===== src/hw/rtl/bdr_pkg.sv =====
package bdr_pkg;

    localparam int IDX_W  = 6;
    localparam int ADDR_W = 12;
    localparam int FRAC_W = 16;
    localparam int STEP_W = FRAC_W + 1;

    localparam logic [1:0] OP_WRITE = 2'd0;
    localparam logic [1:0] OP_READ  = 2'd1;
    localparam logic [1:0] OP_ROUND = 2'd2;

    typedef struct packed {
        logic [1:0]  operation;
        logic [5:0]  row_a;
        logic [5:0]  row_b;
        logic [5:0]  col_a;
        logic [5:0]  col_b;
        logic [31:0] write_value;
        logic [15:0] random_draw;
    } t_in_word;

    typedef struct packed {
        logic [31:0] read_value;
        logic        read_alive;
        logic [5:0]  surviving_col;
        logic [1:0]  killed_edge;
    } t_out_word;

    // classified command handed from front to back
    typedef struct packed {
        logic [1:0]        operation;
        logic [ADDR_W-1:0] addr0;
        logic [ADDR_W-1:0] addr1;
        logic [ADDR_W-1:0] addr2;
        logic [ADDR_W-1:0] addr3;
        logic [5:0]        col_a;
        logic [5:0]        col_b;
        logic [31:0]       write_value;
        logic [15:0]       random_draw;
    } t_cmd;

endpackage


===== src/hw/rtl/bdr_front.sv =====
module bdr_front import bdr_pkg::*; (
    input  logic     i_clk,
    input  logic     i_rst_n,
    input  logic     i_valid,
    output logic     o_stall,
    input  t_in_word i_word,
    output logic     o_cmd_valid,
    input  logic     i_cmd_stall,
    output t_cmd     o_cmd
);

    // two-entry queue of classified commands
    t_cmd       r_q [2];
    logic       r_wp, r_rp;
    logic [1:0] r_cnt;
    t_cmd       w_cmd;
    logic       w_push, w_pop;

    always_comb begin
        w_cmd             = '0;
        w_cmd.operation   = i_word.operation;
        w_cmd.addr0       = {i_word.row_a, i_word.col_a};
        w_cmd.addr1       = {i_word.row_b, i_word.col_a};
        w_cmd.addr2       = {i_word.row_b, i_word.col_b};
        w_cmd.addr3       = {i_word.row_a, i_word.col_b};
        w_cmd.col_a       = i_word.col_a;
        w_cmd.col_b       = i_word.col_b;
        w_cmd.write_value = i_word.write_value;
        w_cmd.random_draw = i_word.random_draw;
    end

    assign o_stall     = (r_cnt == 2'd2);
    assign w_push      = i_valid && !o_stall;
    assign o_cmd_valid = (r_cnt != 2'd0);
    assign w_pop       = o_cmd_valid && !i_cmd_stall;
    assign o_cmd       = r_q[r_rp];

    always_ff @(posedge i_clk) begin
        if (w_push) begin
            r_q[r_wp] <= w_cmd;
        end
    end

    always_ff @(posedge i_clk) begin
        if (!i_rst_n) begin
            r_wp  <= 1'b0;
            r_rp  <= 1'b0;
            r_cnt <= 2'd0;
        end else begin
            if (w_push) r_wp <= ~r_wp;
            if (w_pop)  r_rp <= ~r_rp;
            r_cnt <= r_cnt + {1'b0, w_push} - {1'b0, w_pop};
        end
    end

endmodule


===== config.mk =====
export PLATFORM = sky130hd
export DESIGN_NAME = bdr_front
export DESIGN_NICKNAME = d
export VERILOG_FILES = /design/src/hw/rtl/bdr_pkg.sv /design/src/hw/rtl/bdr_front.sv
export SDC_FILE = /design/constraint.sdc
export NUM_CORES = 1
export LEC_CHECK = 0
export BUFFER_PORTS_ARGS = -buffer_cell sky130_fd_sc_hd__buf_2
export CAP_MARGIN = 20
export CORE_MARGIN = 2
export CORE_UTILIZATION = 51
export CTS_CLUSTER_SIZE = 28
export DETAILED_ROUTE_END_ITERATION = 7
export GPL_TIMING_DRIVEN = 1
export PLACE_DENSITY = 0.8
export SLEW_MARGIN = 20
export SYNTH_ARGS = -nofsm -noshare
export SYNTH_HDL_FRONTEND = slang
export SYNTH_SLANG_ARGS = --single-unit

===== constraint.sdc =====
create_clock -name i_clk -period 6.02 [get_ports i_clk]
set_input_delay 0.301 -clock i_clk [delete_from_list [all_inputs] [get_ports i_clk]]
set_output_delay 0.301 -clock i_clk [all_outputs]
set_load 0.005 [all_outputs]

== After elaboration in Yosys (flattened, before gate mapping) ==
Memory sizes are Yosys's and may differ from the RTL's. A register that Yosys moved wholly into a read port is not among the register bits.
Cells that the tools add are included.
Word-level totals
  bits in registers: 4
  bits in writable memories: 220
  input port bits: 78
  output and inout port bits: 112
  memories kept: 1
Memories
  r_q: depth 2, width 110, rd ports 1, clocked after memory_dff 1, write ports 1, line bdr_front.sv:13  | t_cmd r_q [2];
Cells by class
  add/subtract/negate cells: 2
  eq/ne operators: 1
  muxes and demuxes: 4
  bitwise logic cells: 2
  reductions and logical operators: 5
Operators with widths (number)
  1-bit 2-to-1 mux: 4
  2-bit by 1-bit adder with 2-bit output: 1
  2-bit == test, second input constant: 1
  1-bit logical AND: 2
  1-bit logical NOT: 2
  1-bit NOT: 2
  2-bit nonzero test: 1
  2-bit by 1-bit subtractor with 2-bit output: 1

== Depth between registers and ports, before layout ==
Gate-level depths: netlist of run 1.
  word-level depth: 5
  gate-level depth with buffers: 8
  gate-level depth less buffers: 8

== Worst setup path before layout of run 1 ==
OpenSTA, ideal clock, no wires.
  kind: reg2reg
  start: register r_cnt[0]
  end: memory r_q[0][0] (netlist name) (enable)
  arrival: 3646 ps
  data required time: 5513 ps
  slack: 1867 ps
  stages on the path, launching flop included: 4
  period minus slack after synthesis: 4153 ps
  path through: dfxtp_1 nand2b_1 nand2_1 nor2_1
On the way
  word-level cells in the longest chain between the ends: 5
Ends and longest elaborated chain
  start: declaration: line bdr_front.sv:15  | logic [1:0] r_cnt;
  start signal: assignment: line bdr_front.sv:52  | r_cnt <= r_cnt + {1'b0, w_push} - {1'b0, w_pop};
  2-bit == test: line bdr_front.sv:32  | assign o_stall = (r_cnt == 2'd2);
  1-bit logical NOT: line bdr_front.sv:33  | assign w_push = i_valid && !o_stall;
  1-bit logical AND: line bdr_front.sv:33
  1-bit 2-to-1 mux: line bdr_front.sv:39  | if (w_push) begin
  1-bit 2-to-1 mux (implied by the code): line bdr_front.sv:40  | r_q[r_wp] <= w_cmd;
  end: declaration: line bdr_front.sv:13
Every way passes these cells.

==> results of run 1 <==
per-stage QoR:
stage               cells  total power [mW]
floorplan             293              2.11
global placement      583              2.30
detailed placement    583              2.32
CTS                   615              3.48
global route          615              3.59
finish                615              3.44
power groups by stage:
| stage | Combinational [mW] | Clock, mW | Sequential, mW |
|---|---|---|---|
| after floorplan | 0.664 | 0 | 1.44 |
| after global placement | 0.822 | 0 | 1.48 |
| after detailed placement | 0.835 | 0 | 1.49 |
| after CTS | 0.838 | 1.17 | 1.47 |
| after global routing | 0.896 | 1.21 | 1.48 |
| final | 0.822 | 1.15 | 1.47 |
layout make-up:
cell class | count | area [um2]
Sequential cell | 153 | 4550
Fill cell | 783 | 4010
Multi-Input combinational cell | 94 | 1220
Timing Repair Buffer | 191 | 961
Clock buffer | 22 | 444
Clock inverter | 10 | 198
Tap cell | 143 | 179
Inverter | 2 | 7.51
final timing paths:
| path | end | slack [ns] | depth (start not counted) | startpoint |
|---|---|---|---|---|
| max | o_cmd[14] | 3.34 | 3 | flip-flop |
| min | r_q[0][19] | 0.08 | 1 | i_word[19] |
| max reg2reg | r_q[0][103] | 4.06 | 4 | r_cnt[0] |
| min reg2reg | flip-flop | 0.50 | 2 | r_rp |
cell families after synthesis:
group,share of synthesized area
fa+ha+maj,0.00409
mux,0.178
flops,0.744
xor+xnor,0.00143
simple gates,0.0135
buf+inv,0.0592
sequential cells by signal, indices dropped and copies added (netlist names), named ones only:
register / count
r_wp: 1
r_rp: 1
r_q: 148
r_cnt: 2
per-layer routing:
metal,track usage,wire [um]
met3,0.0622,752
met5,0,0
met1,0.183,4230
met2,0.267,4960
met4,0.0715,177
cells in the mapped netlist:
cell type / number
dfxtp_1: 5
edfxtp_1: 148
inv_1: 2
nor2b_4: 1
nand2_1: 4
mux2i_1: 3
buf_6: 7
xor2_1: 1
nand2b_1: 3
mux2_2: 14
and3_1: 1
and2_1: 1
buf_2: 1
ha_1: 2
or2_1: 1
nor2_1: 2
buf_4: 36
mux2_4: 60
and3b_1: 1
critical path, cell delays in order, from the launching register on:
cell     delay (ns)
dfxtp_4        0.74
buf_4          0.66
mux2_2         0.42
buf_2          0.13
==> impl_metrics.py, run 1 <==
metrics = {
    "clock_network": {
        "tritoncts": "done",
        "cts_buffers": 17,
        "clkTransAtPathRegs_ns": 0.06,
        "cts-htree-levels": 4,
        "postCtsHoldBufs": 0,
        "clk-insertion-delay-late_ns": 0.41,
        "clock-root-buffer": "clkbuf_16",
        "cts.sinks": 153,
        "clockBufferDepth": 2,
        "cts-resized-gates": 0,
        "cts_setup_buffers": 0,
    },
    "placed_design": {
        "hpwlAfterDp_um": 6500,
        "place_area_um2": 6910,
        "gp_congestion": 0.712,
        "port_buffers": 189,
        "dp_slack_ns": 3.72,
    },
    "grt": {
        "grtUsageTotal": 0.160,
        "grt_max_degree": 75,
        "overflow": 0,
        "grt_pass1_wl_um": 15200,
        "antenna_found_initial": 0,
        "first_global_vias": 3062,
    },
    "layout": {
        "final_layout_size_suffix_gt1_frac": 0.623,
        "syn_to_final_growth_pct": 23.6,
        "nNetsFinal": 539,
        "layout_common_cells": "buf_2 (189), edfxtp_1 (148), mux2_4 (60)",
        "fin_area_um2": 7550,
        "fin_util": 0.653,
        "final_common_cell": "buf_2",
        "antenna_cells": 0,
    },
    "sta": {
        "fin_ws_ns": 3.34,
        "min_period_ns": 2.68,
        "hold_viol": 0,
        "rsz0062_at_grt": "no",
        "fmax_mhz": 373,
        "finalCritPeriodShare": 0.445,
        "max_slew_margin": 0.318,
        "setup_viol_count_final": 0,
        "tightest_slew_ns": 1.02,
        "slew_violations": 0,
        "holdWs_ns": 0.0762,
        "fin_skew_ns": 0.00706,
        "setup-tns-final_ns": 0,
    },
    "worst_hold_path": {
        "hp-class": "in -> reg",
    },
    "logic_synthesis": {
        "synth_cells": 293,
        "synthesis.area_um2": 6110,
        "ys_types": 19,
        "ys.warnings.count": 0,
        "synth.avg_cell_area_um2": 20.9,
        "ys_seq_area_frac": 0.744,
        "syn-num-nets": 373,
        "synth-seq-cells": 153,
        "ys_top_cells_by_area": "edfxtp_1 (73%), mux2_4 (15%), buf_4 (4.4%)",
        "synthDominantCellAreaShare": 0.727,
        "synth_top_cell_by_area": "edfxtp_1",
    },
    "critical_path": {
        "worstPathRequired_ns": 5.72,
        "startpoint_type": "flip-flop",
        "critPathCaptureType": "primary output",
        "crit_arrival_ns": 2.38,
        "path_class": "reg -> out",
        "crit_fanout": 41,
    },
    "run_status": {
        "outcome": "completed",
    },
    "power_and_ir_drop": {
        "power.internal_mw": 2.62,
        "p_seq_frac": 0.426,
        "p_clk_frac": 0.335,
        "power_density_nw_per_um2": 455,
        "p_leak_nw": 3.07,
        "switching_share": 0.239,
        "p_switching_uw": 822,
        "comb_power_share": 0.239,
        "peakVddDrop_v": 0.000465,
    },
    "routing": {
        "drt_wl_total_um": 10100,
        "via_per_inst": 4.92,
        "antenna_left": 0,
        "drt_iter0_drc": 146,
        "wl_per_cell_um": 16.5,
        "via_count": 3023,
        "drc": 0,
        "first_pass_iters": 4,
    },
    "floorplan": {
        "io_pins": 190,
        "die_h_um": 113,
        "die_width_um": 113,
        "coreArea_um2": 11600,
        "rows": 39,
        "dieArea_um2": 12900,
        "start_util": 0.528,
    },
    "run": {
        "cap_violations": 0,
    },
}
Note: power is estimated with default switching activity, not from simulation.
==> run 2: changes to the inputs <==
ABC_AREA = 1   (was unset)
clock period = 2.6 ns   (was 6.02 ns; I/O delays follow)
==> impl_metrics.py, run 2 <==
metrics = {
    "run_status": {
        "outcome": "completed",
    },
    "placed_design": {
        "hpwlAfterDp_um": 7150,
        "dp_slack_ns": 0.791,
        "gp_congestion": 0.732,
        "place_area_um2": 6990,
        "port_buffers": 189,
    },
    "logic_synthesis": {
        "yosys.area_share.simple": 0.0129,
        "ys.warnings.count": 0,
        "synth-edff-count": 148,
        "yosys.cell_count.top_type": "edfxtp_1",
        "syn-num-nets": 384,
        "ys_seq_area_frac": 0.744,
        "ys_types": 13,
        "synth-compound-area-share": 0.00164,
        "synth_cells": 304,
        "synth_top_family_by_area": "multiplexers",
        "synth-seq-cells": 153,
        "synth.avg_cell_area_um2": 20.1,
        "ys_top_cells_by_count": "edfxtp_1 (148), mux2_4 (60), buf_4 (36)",
        "synthDominantCellAreaShare": 0.728,
        "muxShareOfSynthArea": 0.173,
        "ys_top_cells_by_area": "edfxtp_1 (73%), mux2_4 (15%), buf_4 (4.4%)",
        "synthesis.area_um2": 6100,
        "synth_top_cell_by_area": "edfxtp_1",
        "synth_ff_type": "edfxtp_1",
        "synth-xor-area-share": 0,
        "synth_adder_area_share": 0.00410,
        "async_flop_share": 0,
    },
    "critical_path": {
        "crit_fanout": 41,
        "r2r_setup_slack_ns": 0.73,
        "critPathCaptureType": "primary output",
        "startpoint_type": "flip-flop",
        "reg2reg_to": "r_q[0][73]",
        "rr_worst_depth": 5,
        "worstPathRequired_ns": 2.47,
        "timing.rr.start": "r_cnt[0]",
        "path_class": "reg -> out",
        "crit_arrival_ns": 1.90,
        "endpoint": "o_cmd[14]",
    },
    "clock_network": {
        "cts_buffers": 17,
        "clockBufferDepth": 2,
        "tritoncts": "done",
        "clkTransAtPathRegs_ns": 0.06,
        "cts-htree-levels": 4,
        "clock-root-buffer": "clkbuf_16",
        "cts_setup_buffers": 0,
        "cts.sinks": 153,
        "postCtsHoldBufs": 75,
        "clk-insertion-delay-late_ns": 0.41,
        "cts-resized-gates": 0,
    },
    "run": {
        "cap_violations": 0,
    },
    "routing": {
        "drt_wl_total_um": 11400,
        "wl_per_cell_um": 16.1,
        "first_pass_iters": 5,
        "drt_iter0_drc": 118,
        "antenna_left": 0,
        "via_per_inst": 4.81,
        "via_count": 3404,
        "drc": 0,
    },
    "floorplan": {
        "coreArea_um2": 11600,
        "start_util": 0.528,
        "die_h_um": 113,
        "die_width_um": 113,
        "dieArea_um2": 12900,
        "io_pins": 190,
        "rows": 39,
    },
    "sta": {
        "fin_ws_ns": 0.575,
        "tightest_slew_ns": 0.674,
        "max_slew_margin": 0.550,
        "slew_violations": 0,
        "fmax_mhz": 494,
        "setup_viol_count_final": 0,
        "setup-tns-final_ns": 0,
        "rsz0062_at_grt": "no",
        "fin_skew_ns": 0.0126,
        "holdWs_ns": 0.0837,
        "finalCritPeriodShare": 0.779,
        "hold_viol": 0,
        "min_period_ns": 2.03,
    },
    "layout": {
        "largest-register": "r_q",
        "syn_to_final_growth_pct": 36.1,
        "layout_common_cells": "buf_2 (189), edfxtp_1 (148), dlygate4sd3_1 (75)",
        "final_layout_size_suffix_gt1_frac": 0.540,
        "largest_reg_flops": 148,
        "fin_area_um2": 8310,
        "nNetsFinal": 630,
        "final_common_cell": "buf_2",
        "reg_top3": "r_q: 148 flops, r_cnt: 2 flops",
    },
    "grt": {
        "overflow": 0,
        "antenna_found_initial": 1,
        "grt_pass1_wl_um": 17000,
        "grtUsageTotal": 0.178,
        "first_global_vias": 3548,
        "grt_max_degree": 42,
    },
    "power_and_ir_drop": {
        "power_mw": 7.52,
        "power_density_nw_per_um2": 905,
        "peakVddDrop_v": 0.000524,
        "p_leak_nw": 3.39,
    },
    "worst_hold_path": {
        "hp-class": "in -> reg",
        "hold_depth": 3,
    },
}
==> run 2: changes by cell type in the layout (fill, tap and decap cells not counted), moves of 5 or more <==
| cell | before | now |
|---|---|---|
| dlygate4sd3_1 | 0 | 75 |
| inv_1 | 2 | 8 |
| nor2_1 | 1 | 7 |
| bufinv_16 | 6 | 1 |
| nand2_1 | 4 | 9 |
==> run 2: kinds of logic after synthesis <==
kind of cell | Yosys count
AO/OA/AOI/OAI | 2
adder cells (fa/ha/maj) | 2
AND/OR/NAND/NOR | 20
buffers and inverters | 53
multiplexers | 74
flip-flops | 153
==> run 2: metrics by stage <==
step,util,instances
floorplan,-,304
global placement,0.604,599
detailed placement,0.604,599
CTS,0.718,706
global route,0.718,707
finish,0.718,707
==> run 2: layout make-up <==
| type | count | area, um2 |
|---|---|---|
| Sequential cell | 153 | 4550 |
| Fill cell | 719 | 3260 |
| Timing Repair Buffer | 271 | 1800 |
| Multi-Input combinational cell | 98 | 1180 |
| Clock buffer | 19 | 443 |
| Tap cell | 143 | 179 |
| Clock inverter | 13 | 119 |
| Inverter | 9 | 35.0 |
| Antenna cell | 1 | 2.50 |
==> run 2: worst min path at each step <==
stage               start     endpoint  slack (ns)
2_1_floorplan     i_rst_n     r_cnt[0]        0.22
3_3_place_gp   i_word[11]   r_q[1][11]        0.32
3_5_place_dp   i_word[71]  r_q[1][107]        0.32
4_1_cts           i_valid         r_wp        0.02
5_1_grt           i_valid         r_wp        0.11
6_report          i_valid         r_wp        0.08
==> run 2: where the power goes <==
part / internal [mW] / leakage, nW / switching (mW)
combinational: 1.09 / 1.70 / 0.864
clock: 1.35 / 0.267 / 0.939
sequential: 3.13 / 1.42 / 0.147
==> run 2: critical path, stage by stage (launching register included) <==
cell	delay (ns)
dfxtp_4	0.59
buf_12	0.35
mux2_2	0.39
buf_2	0.13
==> run 2: metal layers <==
layer,vias up,track usage,share of wire
li1,1604,-,-
met4,0,0.0585,0.014
met3,18,0.0664,0.066
met2,149,0.332,0.54
met5,-,0,0
met1,1633,0.185,0.38
==> run 3: changes to the inputs <==
CORE_UTILIZATION = 46   (was 51)
PLACE_DENSITY = 0.76   (was 0.8)
clock period = 1.6 ns   (was 2.6 ns; I/O delays follow)
==> impl_metrics.py, run 3 (synthesis gave the netlist of run 2 again) <==
metrics = {
    "clock_network": {
        "clockBufferDepth": 2,
        "clk-insertion-delay-late_ns": 0.42,
        "cts_buffers": 17,
        "clock-root-buffer": "clkbuf_16",
        "cts.sinks": 153,
        "tritoncts": "done",
        "clkTransAtPathRegs_ns": 0.06,
        "cts-htree-levels": 4,
    },
    "sta": {
        "holdWs_ns": 0.0402,
        "fin_ws_ns": -0.0423,
        "setup-tns-final_ns": -0.892,
        "fin_skew_ns": 0.00896,
        "min_period_ns": 1.64,
        "rsz0062_at_grt": "yes",
        "hold_viol": 0,
        "finalCritPeriodShare": 1.03,
        "max_slew_margin": 0.784,
        "fmax_mhz": 609,
        "tightest_slew_ns": 0.323,
        "slew_violations": 0,
        "setup_viol_count_final": 52,
    },
    "power_and_ir_drop": {
        "p_leak_nw": 3.74,
        "power_mw": 14.1,
        "peakVddDrop_v": 0.000874,
        "power_density_nw_per_um2": 1530,
    },
    "critical_path": {
        "path_class": "reg -> out",
        "slowest_stage": "dfxtp_4",
        "crit_arrival_ns": 1.56,
        "crit_family": "buffers and inverters",
        "critPathMaxStageDelay_ns": 0.38,
        "crit_fanout": 6,
        "crit_buf_inv": 3,
        "worstPathRequired_ns": 1.52,
        "startpoint_type": "flip-flop",
        "crit_chain": "buf_12, clkbuf_16, mux2_2, buf_6",
        "critPathCaptureType": "primary output",
    },
    "placed_design": {
        "hpwlAfterDp_um": 6790,
        "placedCellCount": 631,
        "port_buffers": 189,
        "dp_slack_ns": 0.109,
        "gp_congestion": 0.667,
        "place_area_um2": 7040,
    },
    "floorplan": {
        "start_util": 0.467,
        "die_width_um": 119,
        "dieArea_um2": 14200,
        "die_h_um": 119,
        "coreArea_um2": 13100,
        "rows": 42,
        "io_pins": 190,
    },
    "grt": {
        "grt_max_degree": 57,
        "grt_pass1_wl_um": 18200,
        "first_global_vias": 3724,
        "antenna_found_initial": 0,
        "grtUsageTotal": 0.171,
        "overflow": 0,
    },
    "run": {
        "cap_violations": 0,
    },
    "layout": {
        "fin_area_um2": 9240,
        "largest_reg_flops": 148,
        "antenna_cells": 0,
        "layout_common_cells": "edfxtp_1 (148), buf_2 (108), buf_6 (83)",
        "reg_top3": "r_q: 148 flops, r_cnt: 2 flops",
        "nNetsFinal": 642,
        "instances_no_fill": 751,
        "largest-register": "r_q",
        "final_layout_size_suffix_gt1_frac": 0.558,
        "syn_to_final_growth_pct": 51.3,
        "final_common_cell": "edfxtp_1",
        "fin_util": 0.706,
        "fillers": 804,
    },
    "routing": {
        "via_count": 3542,
        "drc": 0,
        "wl_per_cell_um": 17.7,
        "antenna_left": 0,
        "drt_iter0_drc": 150,
        "via_per_inst": 4.72,
        "first_pass_iters": 4,
        "drt_wl_total_um": 13300,
    },
    "run_status": {
        "violations": "negative setup slack",
        "outcome": "finished with violations",
    },
    "worst_hold_path": {
        "hp-class": "in -> reg",
    },
}
[run 3: cell count changes in the layout (fill, tap and decap cells not counted), moves of 3 or more]
cell	previous run	this run
buf_2	189	108
bufinv_16	1	4
clkbuf_16	17	22
mux2_2	14	2
mux2_4	60	72
nand2_1	9	6
inv_6	4	0
buf_16	0	3
buf_6	0	83
[run 3: worst min-delay path: stages]
cell	delay [ns]
buf_2	0.10
inv_1	0.04
nand3_1	0.07
nand2_1	0.06
nor2_1	0.08
[run 3: power breakdown]
part	total, mW	switching, mW	internal (mW)
combinational	4.74	1.86	2.89
clock	4.08	1.48	2.60
sequential	5.28	0.188	5.10
[run 3: area by class of cell]
class	instances	area, um2	area share
Clock inverter	12	175	0.0190
Tap cell	176	220	0.0238
Sequential cell	153	4550	0.493
Multi-Input combinational cell	98	1250	0.135
Inverter	9	37.5	0.00406
Clock buffer	20	437	0.0473
Timing Repair Buffer	283	2570	0.278
[run 3: repair_timing]
action | CTS | global route
hold buffers | 76 | 0
pin swaps | 0 | 1
setup endpoints to repair | 88 | 111
gates resized for setup | 34 | 68
gates cloned | 1 | 7
setup buffers | 0 | 4
hold endpoints to repair | 153 | 0
[run 3: final timing paths]
kind,from,endpoint,slack [ns],cells after the start
setup reg to reg,r_cnt[1],r_cnt[1],0.10,10
setup / recovery,flip-flop,o_cmd[7],-0.04,4
hold / removal,i_cmd_stall,r_rp,0.04,5
hold reg to reg,r_rp,r_rp,0.52,2
[run 3: layer usage]
layer	GRT usage	vias to the layer above	wire, um
li1	-	1635	-
met1	0.169	1721	5010
met2	0.324	164	7220
met3	0.0522	22	820
met4	0.0781	0	221
met5	0	-	0
